### src/ccross_pkg.sv
`timescale 1ns / 1ps
`default_nettype none

package ccross_pkg;

   // grid and number format
   localparam int MAX_CELLS_PER_SIDE = 64;
   localparam int FRAC_BITS          = 16;
   localparam int AXES               = 3;

   // field widths
   localparam int TAG_W      = 16;
   localparam int POS_W      = 32;
   localparam int CELL_W     = 18;
   localparam int TIME_W     = 32;
   localparam int CPS_W      = 7;
   localparam int CSZ_W      = 31;
   localparam int LEN_W      = 31;
   localparam int CSR_IDX_W  = 2;
   localparam int CSR_DATA_W = 31;

   // derived internal widths
   localparam int COORD_W = $clog2(MAX_CELLS_PER_SIDE);
   localparam int NCL_W   = $clog2(MAX_CELLS_PER_SIDE + 1);
   localparam int N2_W    = $clog2(MAX_CELLS_PER_SIDE * MAX_CELLS_PER_SIDE + 1);
   localparam int N3_W    = $clog2(MAX_CELLS_PER_SIDE * MAX_CELLS_PER_SIDE
                                   * MAX_CELLS_PER_SIDE + 1);
   localparam int MODD_W  = POS_W + 1;
   localparam int MODS_W  = LEN_W + 1;
   localparam int LOC_W   = LEN_W + 2;
   localparam int PROD_W  = NCL_W + CSZ_W;
   localparam int DIST_W  = PROD_W + 2;
   localparam int MAG_W   = DIST_W - 1;
   localparam int TDVD_W  = MAG_W + FRAC_BITS - 1;
   localparam int VMAG_W  = POS_W;
   localparam int CQ_W    = CELL_W + NCL_W;
   localparam int KEY_W   = TDVD_W + 1;

   localparam int FIFO_DEPTH = 4;

   // register reset values
   localparam logic [CPS_W-1:0] CPS_RESET = CPS_W'(8);
   localparam logic [CSZ_W-1:0] CSZ_RESET = CSZ_W'(65536);
   localparam logic [LEN_W-1:0] LEN_RESET = LEN_W'(524288);

   typedef enum logic [CSR_IDX_W-1:0] {
      CSR_CELLS_PER_SIDE = 2'd0,
      CSR_CELL_SIZE      = 2'd1,
      CSR_BOX_LENGTH     = 2'd2
   } csr_index_type;

   // cleaned up configuration seen by the datapath
   typedef struct packed {
      logic [NCL_W-1:0] n;
      logic [N2_W-1:0]  n2;
      logic [N3_W-1:0]  n3;
      logic [CSZ_W-1:0] csz;
      logic [LEN_W-1:0] len;
   } ccross_cfg_type;

   typedef struct packed {
      logic              vneg;
      logic              vzero;
      logic              xneg;
      logic [VMAG_W-1:0] av;
   } ccross_axis_type;

   // classified item queued between front and back
   typedef struct packed {
      logic [TAG_W-1:0]                tag;
      logic [CELL_W-1:0]               cell_idx;
      logic [AXES-1:0][MODD_W-1:0]     xmag;
      ccross_axis_type [AXES-1:0]      axis;
   } ccross_item_type;

   typedef struct packed {
      logic [TAG_W-1:0]           tag;
      ccross_axis_type [AXES-1:0] axis;
   } ccross_ph1_type;

   typedef struct packed {
      logic [TAG_W-1:0]               tag;
      logic [AXES-1:0][COORD_W-1:0]   coord;
      logic [AXES-1:0]                vneg;
      logic [AXES-1:0]                vzero;
   } ccross_ph2_type;

endpackage

`default_nettype wire

### src/ccross_front.sv
`timescale 1ns / 1ps
`default_nettype none

module ccross_front
   import ccross_pkg::*;
(
   input  wire logic                    req_valid,
   output logic                         req_stall,
   input  wire logic [TAG_W-1:0]        req_particle_tag,
   input  wire logic signed [POS_W-1:0] req_pos_x,
   input  wire logic signed [POS_W-1:0] req_pos_y,
   input  wire logic signed [POS_W-1:0] req_pos_z,
   input  wire logic signed [POS_W-1:0] req_vel_x,
   input  wire logic signed [POS_W-1:0] req_vel_y,
   input  wire logic signed [POS_W-1:0] req_vel_z,
   input  wire logic [CELL_W-1:0]       req_current_cell,
   input  wire ccross_cfg_type          cfg,
   input  wire logic                    fifo_full,
   output logic                         push,
   output ccross_item_type              push_item
);

   logic [AXES-1:0][POS_W-1:0] pos;
   logic [AXES-1:0][POS_W-1:0] vel;

   assign pos = {req_pos_z, req_pos_y, req_pos_x};
   assign vel = {req_vel_z, req_vel_y, req_vel_x};

   assign req_stall = fifo_full;
   assign push      = req_valid && !fifo_full;

   // classify each axis: doubled position offset by the half box, velocity sign and size
   always_comb begin
      logic [MODD_W:0] x;
      push_item.tag      = req_particle_tag;
      push_item.cell_idx = req_current_cell;
      for (int i = 0; i < AXES; i++) begin
         x = {pos[i][POS_W-1], pos[i], 1'b0} + {3'b000, cfg.len};
         push_item.axis[i].xneg  = x[MODD_W];
         push_item.xmag[i]       = x[MODD_W] ? MODD_W'(-x) : x[MODD_W-1:0];
         push_item.axis[i].vneg  = vel[i][POS_W-1];
         push_item.axis[i].vzero = (vel[i] == '0);
         push_item.axis[i].av    = vel[i][POS_W-1] ? -vel[i] : vel[i];
      end
   end

endmodule

`default_nettype wire

### config.mk
export PLATFORM = sky130hd
export DESIGN_NAME = ccross_front
export DESIGN_NICKNAME = d
export VERILOG_FILES = /design/src/ccross_pkg.sv /design/src/ccross_front.sv
export SDC_FILE = /design/constraint.sdc
export NUM_CORES = 1
export LEC_CHECK = 0
export ABC_CLOCK_PERIOD_IN_PS = 4700
export BUFFER_PORTS_ARGS = -buffer_cell sky130_fd_sc_hd__buf_2
export CORE_AREA = 2 2 219 221
export DETAILED_ROUTE_END_ITERATION = 10
export DIE_AREA = 0 0 221 223
export PLACE_DENSITY = 0.43
export RECOVER_POWER = 50
export SLEW_MARGIN = 20
export SYNTH_ARGS = -nofsm -noshare
export SYNTH_HDL_FRONTEND = slang
export SYNTH_SLANG_ARGS = --single-unit
export TNS_END_PERCENT = 20
### constraint.sdc
create_clock -name vclk -period 4.7
set_clock_uncertainty 0.05 [all_clocks]
set_input_delay 0.47 -clock vclk [all_inputs]
set_output_delay 0.47 -clock vclk [all_outputs]
set_load 0.02 [all_outputs]
==> reports/metrics.cfg <==
[cells_and_area]
final_area_sq_um = 14200
utilization_pct = 30.1
final_cell_count_no_fill = 2688
seq_area_sq_um = 0
layout_commonest_cell = buf_2
drive_gt1_share_pct = 30.1
nets = 2496
clkbuf_count = 0
layout_common_cells = buf_2 (342), buf_4 (209), xnor2_1 (179)
nFlopsAndLatches = 0
area_growth_pct = 40.4

[timing]
clock.fmax_mhz = 214
fin_crit_sh_pct = 99.3
setup-violations-final = 0
tightest_slew_ns = 1.26
holdWs_ns = 0.890
maxSlewViolCount = 0
hold_violations = 0
period_needed_ns = 4.67
rsz0062_at_grt = true
max-slew-margin-rel_pct = 15.9

[power_and_ir_drop]
max-vdd-ir-drop_uv = 122
powerDensity_nw_per_um2 = 194
power_mw = 2.75
power.leakage_nw = 6.19

[setup_path]
critical-path-max-stage-delay_ns = 0.49
arrival_ns = 4.15
cp.required_ns = 4.18
critPathMaxFanout = 5
start_kind = input pin
critPathCaptureType = output pin
crit_family = simple AND/OR/NAND/NOR gates
worstPathCellList = buf_2, inv_1, fa_2, nor2b_4, o31a_1, o21ai_2, a31oi_2, mux2i_1, or4b_4, or3b_4, or2_4, or4b_4, o31ai_4, buf_6
path_class = input pin to output pin
critPathMostFrequentCell = or4b_4
crit_slowest_cell = or4b_4
cp_num_buf_inv = 3

[global_route]
grt_max_degree = 35
grt_pass1_wl_mm = 69.9
antenna_found_initial = 14
grt_usage_pct = 17.4
grt-ovfl-total = 0
grt_pass1_vias = 12869

[detailed_routing]
viasPerCell = 4.95
vias = 13294
wl_per_cell_um = 17.3
ant_nets = 0
post-route-drc-count = 0
dr.pass1.iters = 6
drt-total-wl_mm = 46.6
drtIter0Drc = 695

[floorplan]
die_y_um = 223
num_io_pins = 569
rows = 80
design.core.area_sq_um = 47100
die_width_um = 221
initial_core_util_pct = 21.5
fp.dieArea_sq_um = 49300

[synth]
ys_seq_area_share_pct = 0
syn_area_sq_um = 10100
netlist_instances = 1530
synth_warnings = 0
syn_nets = 1958
yosysUniqueCellTypes = 86
avgSynthCellArea_sq_um = 6.61

[cts]
ctsHoldBuffers = 0

[placed_design]
place_inst = 2676
io_buffers = 431
gp_congestion = 0.907
placedInstanceArea_sq_um = 14000
dp_hpwl_mm = 41.5

[run]
max-cap-violations = 0

[worst_hold_path]
hold_start = req_current_cell[16]
hold_end = push_item[220]
whs_path_depth = 0
hp-class = input pin to output pin

[status]
status = finished clean

[Yosys cell counts, types with 24 or more instances]
| cell type | n | area, sq um |
|---|---|---|
| nand4_1 | 33 | 206 |
| nand2_1 | 155 | 582 |
| o31ai_1 | 38 | 285 |
| xor2_1 | 57 | 499 |
| buf_4 | 44 | 330 |
| a21o_1 | 24 | 180 |
| nand3_1 | 30 | 150 |
| o21ai_0 | 123 | 616 |
| clkbuf_1 | 52 | 195 |
| inv_1 | 65 | 244 |
| xnor2_1 | 180 | 1580 |
| nor2_1 | 102 | 383 |
| or3_1 | 33 | 206 |
| nor3_1 | 31 | 155 |
| a21oi_1 | 134 | 671 |
| ha_1 | 96 | 1200 |
[power by group]
group          switching, mW  internal [mW]  leakage (nW)
Clock                      0    0.000000200     0.0000444
Combinational           1.65           1.11          6.19
Sequential                 0              0             0
[worst max path at each step]
stage | startpoint | to | slack, ns | cells after the start
after global placement | cfg[1] | push_item[203] | -0.25 | 15
after CTS | cfg[1] | push_item[203] | -0.06 | 15
final | cfg[2] | push_item[203] | 0.03 | 14
after floorplan | req_pos_z[0] | push_item[203] | 0.16 | 13
after detailed placement | cfg[1] | push_item[203] | -0.29 | 15
after global routing | cfg[1] | push_item[203] | -0.07 | 15
[cell families after synthesis]
family | share of synthesized area [%]
simple gates | 26.4
xor+xnor | 20.8
buf+inv | 7.84
mux | 1.00
fa+ha+maj | 12.5
compound gates | 31.5
[per-stage QoR]
step                      TNS [ns]  worst slack [ns]
after floorplan                  0             0.158
after global placement       -1.89            -0.253
after detailed placement     -2.51            -0.286
after CTS                  -0.0578           -0.0578
after global routing       -0.0945           -0.0685
final                            0            0.0313
[cell type report]
cell class,instances,area [sq um]
multi-input combinational,1364,9530
antenna,7,17.5
inverter,65,244
timing repair buffer,637,3640
tap,615,769
fill,5262,32900
[timing repair]
item | 4_1_cts | 5_1_grt
setup endpoints to repair | 18 | 36
gates resized for setup | 26 | 41
setup buffers | 1 | 4
pin swaps | 9 | 16
gates cloned | 0 | 0
[layer usage]
layer	global-route usage, %	share of wire [%]	vias up
li1	-	-	6696
met3	1.90	3.6	45
met1	21.7	45	6237
met4	2.29	1.4	14
met5	0	0.22	-
met2	32.7	50	302
(Power assumes the default switching activity.)
