File: src/ccross_pkg.sv
`timescale 1ns / 1ps
`default_nettype none

package ccross_pkg;

   // grid and number format
   localparam int MAX_CELLS_PER_SIDE = 64;
   localparam int FRAC_BITS          = 16;
   localparam int AXES               = 3;

   // field widths
   localparam int TAG_W      = 16;
   localparam int POS_W      = 32;
   localparam int CELL_W     = 18;
   localparam int TIME_W     = 32;
   localparam int CPS_W      = 7;
   localparam int CSZ_W      = 31;
   localparam int LEN_W      = 31;
   localparam int CSR_IDX_W  = 2;
   localparam int CSR_DATA_W = 31;

   // derived internal widths
   localparam int COORD_W = $clog2(MAX_CELLS_PER_SIDE);
   localparam int NCL_W   = $clog2(MAX_CELLS_PER_SIDE + 1);
   localparam int N2_W    = $clog2(MAX_CELLS_PER_SIDE * MAX_CELLS_PER_SIDE + 1);
   localparam int N3_W    = $clog2(MAX_CELLS_PER_SIDE * MAX_CELLS_PER_SIDE
                                   * MAX_CELLS_PER_SIDE + 1);
   localparam int MODD_W  = POS_W + 1;
   localparam int MODS_W  = LEN_W + 1;
   localparam int LOC_W   = LEN_W + 2;
   localparam int PROD_W  = NCL_W + CSZ_W;
   localparam int DIST_W  = PROD_W + 2;
   localparam int MAG_W   = DIST_W - 1;
   localparam int TDVD_W  = MAG_W + FRAC_BITS - 1;
   localparam int VMAG_W  = POS_W;
   localparam int CQ_W    = CELL_W + NCL_W;
   localparam int KEY_W   = TDVD_W + 1;

   localparam int FIFO_DEPTH = 4;

   // register reset values
   localparam logic [CPS_W-1:0] CPS_RESET = CPS_W'(8);
   localparam logic [CSZ_W-1:0] CSZ_RESET = CSZ_W'(65536);
   localparam logic [LEN_W-1:0] LEN_RESET = LEN_W'(524288);

   typedef enum logic [CSR_IDX_W-1:0] {
      CSR_CELLS_PER_SIDE = 2'd0,
      CSR_CELL_SIZE      = 2'd1,
      CSR_BOX_LENGTH     = 2'd2
   } csr_index_type;

   // cleaned up configuration seen by the datapath
   typedef struct packed {
      logic [NCL_W-1:0] n;
      logic [N2_W-1:0]  n2;
      logic [N3_W-1:0]  n3;
      logic [CSZ_W-1:0] csz;
      logic [LEN_W-1:0] len;
   } ccross_cfg_type;

   typedef struct packed {
      logic              vneg;
      logic              vzero;
      logic              xneg;
      logic [VMAG_W-1:0] av;
   } ccross_axis_type;

   // classified item queued between front and back
   typedef struct packed {
      logic [TAG_W-1:0]                tag;
      logic [CELL_W-1:0]               cell_idx;
      logic [AXES-1:0][MODD_W-1:0]     xmag;
      ccross_axis_type [AXES-1:0]      axis;
   } ccross_item_type;

   typedef struct packed {
      logic [TAG_W-1:0]           tag;
      ccross_axis_type [AXES-1:0] axis;
   } ccross_ph1_type;

   typedef struct packed {
      logic [TAG_W-1:0]               tag;
      logic [AXES-1:0][COORD_W-1:0]   coord;
      logic [AXES-1:0]                vneg;
      logic [AXES-1:0]                vzero;
   } ccross_ph2_type;

endpackage

`default_nettype wire

File: src/ccross_fifo.sv
`timescale 1ns / 1ps
`default_nettype none

module ccross_fifo
   import ccross_pkg::*;
(
   input  wire logic            clock,
   input  wire logic            reset,
   input  wire logic            push,
   input  wire ccross_item_type push_item,
   output logic                 full,
   input  wire logic            pop,
   output logic                 head_valid,
   output ccross_item_type      head_item
);

   localparam int PTR_W = $clog2(FIFO_DEPTH);
   localparam int CNT_W = $clog2(FIFO_DEPTH + 1);

   ccross_item_type   entry_ff [FIFO_DEPTH];
   logic [PTR_W-1:0]  wr_ptr_ff;
   logic [PTR_W-1:0]  rd_ptr_ff;
   logic [CNT_W-1:0]  count_ff;
   logic [PTR_W-1:0]  wr_ptr_in;
   logic [PTR_W-1:0]  rd_ptr_in;
   logic [CNT_W-1:0]  count_in;

   assign full       = (count_ff == CNT_W'(FIFO_DEPTH));
   assign head_valid = (count_ff != '0);
   assign head_item  = entry_ff[rd_ptr_ff];

   // pointer and fill count update
   always_comb begin
      wr_ptr_in = wr_ptr_ff;
      rd_ptr_in = rd_ptr_ff;
      count_in  = count_ff;
      if (push) begin
         wr_ptr_in = (wr_ptr_ff == PTR_W'(FIFO_DEPTH - 1)) ? '0 : wr_ptr_ff + 1'b1;
      end
      if (pop) begin
         rd_ptr_in = (rd_ptr_ff == PTR_W'(FIFO_DEPTH - 1)) ? '0 : rd_ptr_ff + 1'b1;
      end
      if (push && !pop) begin
         count_in = count_ff + 1'b1;
      end else if (pop && !push) begin
         count_in = count_ff - 1'b1;
      end
   end

   always_ff @(posedge clock) begin
      if (reset) begin
         wr_ptr_ff <= '0;
         rd_ptr_ff <= '0;
         count_ff  <= '0;
      end else begin
         wr_ptr_ff <= wr_ptr_in;
         rd_ptr_ff <= rd_ptr_in;
         count_ff  <= count_in;
      end
   end

   // entry storage
   always_ff @(posedge clock) begin
      if (push) begin
         entry_ff[wr_ptr_ff] <= push_item;
      end
   end

`ifndef SYNTHESIS
   a_count_bound: assert property (@(posedge clock) disable iff (reset)
      count_ff <= CNT_W'(FIFO_DEPTH))
      else $error("queue count above depth");

   a_no_pop_empty: assert property (@(posedge clock) disable iff (reset)
      pop |-> count_ff != '0)
      else $error("pop from empty queue");

   a_no_push_full: assert property (@(posedge clock) disable iff (reset)
      push |-> !full)
      else $error("push into full queue");

   a_count_up: assert property (@(posedge clock) disable iff (reset)
      push && !pop |=> count_ff == $past(count_ff) + 1'b1)
      else $error("queue count did not follow push");
`endif

endmodule

`default_nettype wire

File: config.mk
export PLATFORM = sky130hd
export DESIGN_NAME = ccross_fifo
export DESIGN_NICKNAME = d
export VERILOG_FILES = /design/src/ccross_pkg.sv /design/src/ccross_fifo.sv
export SDC_FILE = /design/constraint.sdc
export NUM_CORES = 1
export LEC_CHECK = 0
export BUFFER_PORTS_ARGS = -buffer_cell sky130_fd_sc_hd__clkbuf_2
export CAP_MARGIN = 20
export CORE_MARGIN = 2
export CORE_UTILIZATION = 53
export DETAILED_ROUTE_END_ITERATION = 8
export PLACE_DENSITY = 0.84
export SLEW_MARGIN = 30
export SYNTH_ARGS = -nofsm -noshare
export SYNTH_HDL_FRONTEND = slang
export SYNTH_SLANG_ARGS = --single-unit
File: constraint.sdc
create_clock -name clock -period 10.5 [get_ports clock]
set_input_delay 0.525 -clock clock [delete_from_list [all_inputs] [get_ports clock]]
set_output_delay 0.525 -clock clock [all_outputs]
set_load 0.01 [all_outputs]
==> summary.txt, run 1 <==
Floorplan
  • Full die area: 0.0681 mm2
  • I/O pins: 482
  • Core Area: 0.0656 mm2
  • FP Rows: 94
  • Starting Density: 53.4%
  • Vert. Die Dim: 261 um
  • Chip Width: 261 um

STA
  • Slew headroom: 33.0%
  • Final hold vios: 0
  • Clock skew: 0.0170 ns
  • Final Setup Violations: 0
  • RSZ-0062 raised after global routing: no
  • Worst Tran Pin Value: 1.01 ns
  • Period minus WS final: 4.13 ns
  • Fmax: 242 MHz
  • Post-route setup slack: 6.37 ns
  • Slew Limit Fails: 0
  • Setup_tns: 0 ns
  • Final worst-path cycle share: 39.3%

Synthesis
  • Number of synthesized flops with an enable pin: 952
  • Mapped Area: 0.0350 mm2
  • Synth top area cells: edfxtp_1 82%, mux4_2 15%, buf_12 1.3%
  • Top post-synthesis cells by count: 952 x edfxtp_1, 238 x mux4_2, 23 x buf_2
  • Synth unique cells: 21
  • Yosys warnings: 0
  • Synth Area per Inst: 27.2 um2
  • Yosys top cell area share: 81.6%
  • Synth Flop Type: edfxtp_1
  • Count leader, synth: edfxtp_1
  • Yosys top cell by area: edfxtp_1
  • Cells after Synth: 1287
  • Sequential area share after synthesis: 82.1%
  • Syn_nets: 1536
  • Ys async rst share: 0%
  • Yosys reg bits: 961

Critical path
  • Crit end category: primary output
  • Startpoint types: flop
  • WP data required: 9.98 ns
  • Critical path arrival: 3.61 ns
  • Reg2Reg Depth: 5
  • Crit Path Class: reg2out
  • Largest fanout on the critical path: 77

Power and ir drop
  • Cell area power density: 201 mW/mm2
  • VDD IR-drop max: 159 uV
  • Lkg Pwr: 13.8 nW

Global route
  • Largest net degree at the start of global routing: 137
  • Initial antenna violation count: 13
  • Tot GR Track Use: 21.2%
  • Congestion Overflow GR: 0
  • Vias in the first global route: 17202
  • First-pass GRT wire length: 107000 um

Drt
  • Detailed-route wire length per cell: 26.5 um
  • Post-route ant nets: 0
  • Vias per cell: 5.79
  • Via count: 16117
  • WL final: 73600 um
  • DRT iter0 DRCs: 1774
  • Residual DRC: 0
  • First drt pass iteration count: 5

Status
  • Status: completed

Placed design
  • Port bufs: 481
  • Placer Congestion: 0.773
  • Setup slack at placement: 6.75 ns
  • Dpl hpwl: 43300 um
  • Placed cell count: 2596

Clock tree
  • Hold Buf Count CTS: 0
  • CTS tree: done
  • Cts bufs inserted: 93
  • Clock transition at path regs: 0.06 ns
  • Worst skew pair latency: 0.64 ns
  • # resized after CTS: 0
  • Setup bufs post-CTS: 0
  • H-tree Lvls: 3
  • CTS Sinks: 961
  • Root Buffer: clkbuf_16
  • CTS max path bufs: 3

Cells and area
  • Synthesis-to-finish area growth: 17.2%
  • Register area: 0.0288 mm2
  • Final Non-Filler Cells: 2784
  • # fillers: 4232
  • Multi-input gate area: 0.00562 mm2
  • Fraction of layout instances using a drive strength above 1: 45.7%
  • NumNets Final: 2079

Min path
  • Worst Hold Path Cells: 1
  • Worst min path class: in2reg

Job
  • Max Cap Violations: 0
worst paths after layout:
path	to	slack, ns	startpoint
min	entry_ff[2][92]$_DFFE_PP_	0.10	push_item[92]
max	head_item[119]	6.37	flop
max reg2reg	entry_ff[0][157]$_DFFE_PP_	7.23	wr_ptr_ff[0]$_SDFFE_PP0P_
min reg2reg	count_ff[2]$_SDFFE_PP0P_	0.56	count_ff[2]$_SDFFE_PP0P_
cell usage in the layout (no fill, tap or decap):
cell / count
buf_4: 8
fa_1: 1
clkbuf_1: 25
buf_6: 7
and2_4: 4
inv_6: 3
nor2_1: 7
ha_1: 6
a21oi_1: 2
buf_16: 1
xor2_1: 2
bufinv_16: 2
mux4_2: 238
o21ai_0: 1
clkinvlp_4: 3
clkinv_2: 19
diode_2: 13
mux2i_1: 4
dfxtp_1: 7
clkinv_1: 21
buf_12: 4
edfxtp_1: 952
clkbuf_2: 481
nor3b_1: 2
clkbuf_16: 95
dfxtp_4: 2
inv_16: 2
inv_1: 4
clkinv_16: 2
or3_1: 2
power breakdown:
part           leakage [nW]  internal (mW)  switching (mW)
registers              8.82           4.40          0.0551
clock network          1.39           1.73            1.38
logic                  3.57          0.302           0.399
cells by family (layout without fill, tap and decap cells):
group	count (synthesis)	in the layout	share of synthesized area [%]
buf+inv	57	677	1.84
fa+ha+maj	7	7	0.272
flops	961	961	82.1
mux	242	242	15.4
compound gates	3	3	0.0429
simple gates	15	15	0.225
other cells	0	13	0
xor+xnor	2	2	0.0500
state kept, by name, indices dropped and copies added (netlist names), named ones only:
signal	count
entry_ff	952
count_ff	3
rd_ptr_ff	2
wr_ptr_ff	2
worst max-delay path: stages (launching register included):
cell and delay, ns:
dfxtp_4 0.79, buf_6 0.64, buf_4 0.75, mux4_2 0.42
clkbuf_2 0.17
layout make-up:
cell class | count | share of cell area (%)
diodes | 13 | 0.0793
clock buffers | 120 | 6.02
clock inverters | 52 | 0.933
inverters | 4 | 0.0366
multi-input cells | 269 | 13.7
flip-flops and latches | 961 | 70.1
well taps | 864 | 2.63
repair buffers | 501 | 6.47
per-stage QoR:
stage,power [mW],area [um2],utilization [%],hold WS (ns)
2_1_floorplan,4.97,35000,-,0.455
3_3_place_gp,5.20,38000,58.0,0.474
3_5_place_dp,5.23,38100,58.0,0.507
4_1_cts,8.33,40900,62.4,0.0542
5_1_grt,8.52,41000,62.5,0.0762
6_report,8.26,41000,62.5,0.104
routing by layer:
metal | GRT usage [%] | part of all wire (%) | vias up
met5 | 0 | 0.056 | -
met4 | 8.54 | 3.1 | 6
met3 | 5.25 | 7.7 | 134
met1 | 25.5 | 35 | 8532
li1 | - | - | 6725
met2 | 37.2 | 54 | 720
(Power assumes the default switching activity.)
==> inputs of run 2 (changes only) <==
- CORE_UTILIZATION: 53 -> 51
- PLACE_DENSITY: 0.84 -> 0.85
- clock period: 10.5 -> 3.34 ns (I/O delays scaled with it)
==> summary.txt, run 2 (synthesis results as in run 1) <==
Status
  • Status: completed

Critical path
  • Largest stage delay, worst path: 0.77 ns
  • Startpoint types: flop
  • R2R Setup Slk: 1.20 ns
  • Crit end category: primary output
  • Critical path arrival: 2.69 ns
  • WP data required: 3.17 ns
  • Largest fanout on the critical path: 25
  • Reg-to-Reg Start: wr_ptr_ff[0]$_SDFFE_PP0P_
  • Crit Path Class: reg2out
  • Critical path, cell by cell: buf_4, mux4_2, clkbuf_2
  • Worst-path cell with the longest stage delay: dfxtp_4

Cells and area
  • Register area: 0.0288 mm2
  • Synthesis-to-finish area growth: 26.0%
  • NumNets Final: 2359
  • Largest registers in the final layout: entry_ff (952), count_ff (3)
  • # fillers: 4165
  • Fin area: 0.0441 mm2
  • Multi-input gate area: 0.00562 mm2
  • Final core occ: 64.6%
  • Commonest non-fill, non-tap cell in the layout: edfxtp_1
  • Largest register FFs: 952
  • Top reg by flops: entry_ff
  • Most frequent cells in the layout: 952 x edfxtp_1, 481 x clkbuf_2, 241 x dlygate4sd3_1
  • Fraction of layout instances using a drive strength above 1: 42.0%

Placed design
  • Post-DP Area: 0.0387 mm2
  • Placer Congestion: 0.794
  • Port bufs: 481
  • Setup slack at placement: 1.15 ns
  • Dpl hpwl: 47100 um

STA
  • RSZ-0062 raised after global routing: no
  • Worst Tran Pin Value: 0.854 ns
  • Final Setup Violations: 0
  • Fmax: 351 MHz
  • Final hold vios: 0
  • Setup_tns: 0 ns
  • Final worst-path cycle share: 85.4%
  • Hold slack: 0.290 ns
  • Clock skew: 0.0283 ns
  • Post-route setup slack: 0.488 ns
  • Slew headroom: 43.1%
  • Period minus WS final: 2.85 ns
  • Slew Limit Fails: 0

Job
  • Max Cap Violations: 0

Power and ir drop
  • Cell area power density: 614 mW/mm2
  • VDD IR-drop max: 558 uV
  • Lkg Pwr: 15.1 nW

Drt
  • Post-route ant nets: 0
  • DRT iter0 DRCs: 1873
  • First drt pass iteration count: 7
  • Residual DRC: 0
  • WL final: 84100 um
  • Vias per cell: 5.74
  • Via count: 17627
  • Detailed-route wire length per cell: 27.4 um

Global route
  • Tot GR Track Use: 23.8%
  • Largest net degree at the start of global routing: 84
  • Vias in the first global route: 19106
  • Initial antenna violation count: 7
  • First-pass GRT wire length: 123000 um
  • Congestion Overflow GR: 0

Min path
  • Hold Path Origin: push_item[184]
  • Worst min path class: in2reg

Clock tree
  • Worst skew pair latency: 0.64 ns
  • Cts bufs inserted: 94
  • Clock transition at path regs: 0.06 ns
  • H-tree Lvls: 3
  • Setup bufs post-CTS: 0
  • CTS tree: done
  • CTS Sinks: 961
  • # resized after CTS: 0
  • CTS max path bufs: 3
  • Root Buffer: clkbuf_16

Floorplan
  • I/O pins: 482
  • Core Area: 0.0683 mm2
  • Starting Density: 51.2%
  • Full die area: 0.0708 mm2
  • Vert. Die Dim: 266 um
  • Chip Width: 266 um
  • FP Rows: 96
## run 2: changes by cell type in the layout (fill, tap and decap cells not counted), sizes merged
cell,change
inv,-2
dlygate4sd3,+241
bufinv,+6
buf,+38
clkinv,+1
clkbuf,-6
diode,-10
clkinvlp,+1
## run 2: critical path: cells and delay by family, from the launching register on
family	cells	cell delay (ns)
buf+inv	2	0.63
flops	1	0.77
mux	1	0.61
## run 2: metrics by stage
stage,power [mW],cells
2_1_floorplan,15.5,1287
3_3_place_gp,16.4,2655
3_5_place_dp,16.6,2655
4_1_cts,27.1,3068
5_1_grt,27.8,3071
6_report,27.1,3071
## run 2: worst paths after layout
kind	endpoint	cells after the start
setup / recovery	head_item[18]	3
hold / removal	entry_ff[3][184]$_DFFE_PP_	2
setup reg to reg	entry_ff[2][102]$_DFFE_PP_	4
hold reg to reg	count_ff[2]$_SDFFE_PP0P_	2
## run 2: metal layers
layer  vias to the layer above  track usage, %  part of all wire, %
met2                       913            42.6                   54
met5                         -               0                0.057
li1                       7261               -                    -
met3                       206            5.29                  7.3
met1                      9239            27.9                   35
met4                         8            9.67                  3.8
## run 2: cell type report
| cell class | count | area share [%] |
|---|---|---|
| Multi-Input combinational cell | 269 | 12.7 |
| Clock buffer | 114 | 5.55 |
| Tap cell | 882 | 2.50 |
| Inverter | 4 | 0.0340 |
| Timing Repair Buffer | 780 | 12.6 |
| Clock inverter | 58 | 1.33 |
| Sequential cell | 961 | 65.2 |
| Antenna cell | 3 | 0.0170 |
## run 2: repair_timing
| action | in CTS | in global routing |
|---|---|---|
| hold buffers | 241 | 0 |
| hold endpoints to repair | 961 | 0 |
| setup endpoints to repair | 0 | 0 |
## run 2: where the power goes
group,internal (mW),switching (mW),total (mW)
clock,5.89,4.57,10.5
combinational,1.21,1.40,2.61
sequential,13.8,0.191,14.0
total,20.9,6.16,27.1
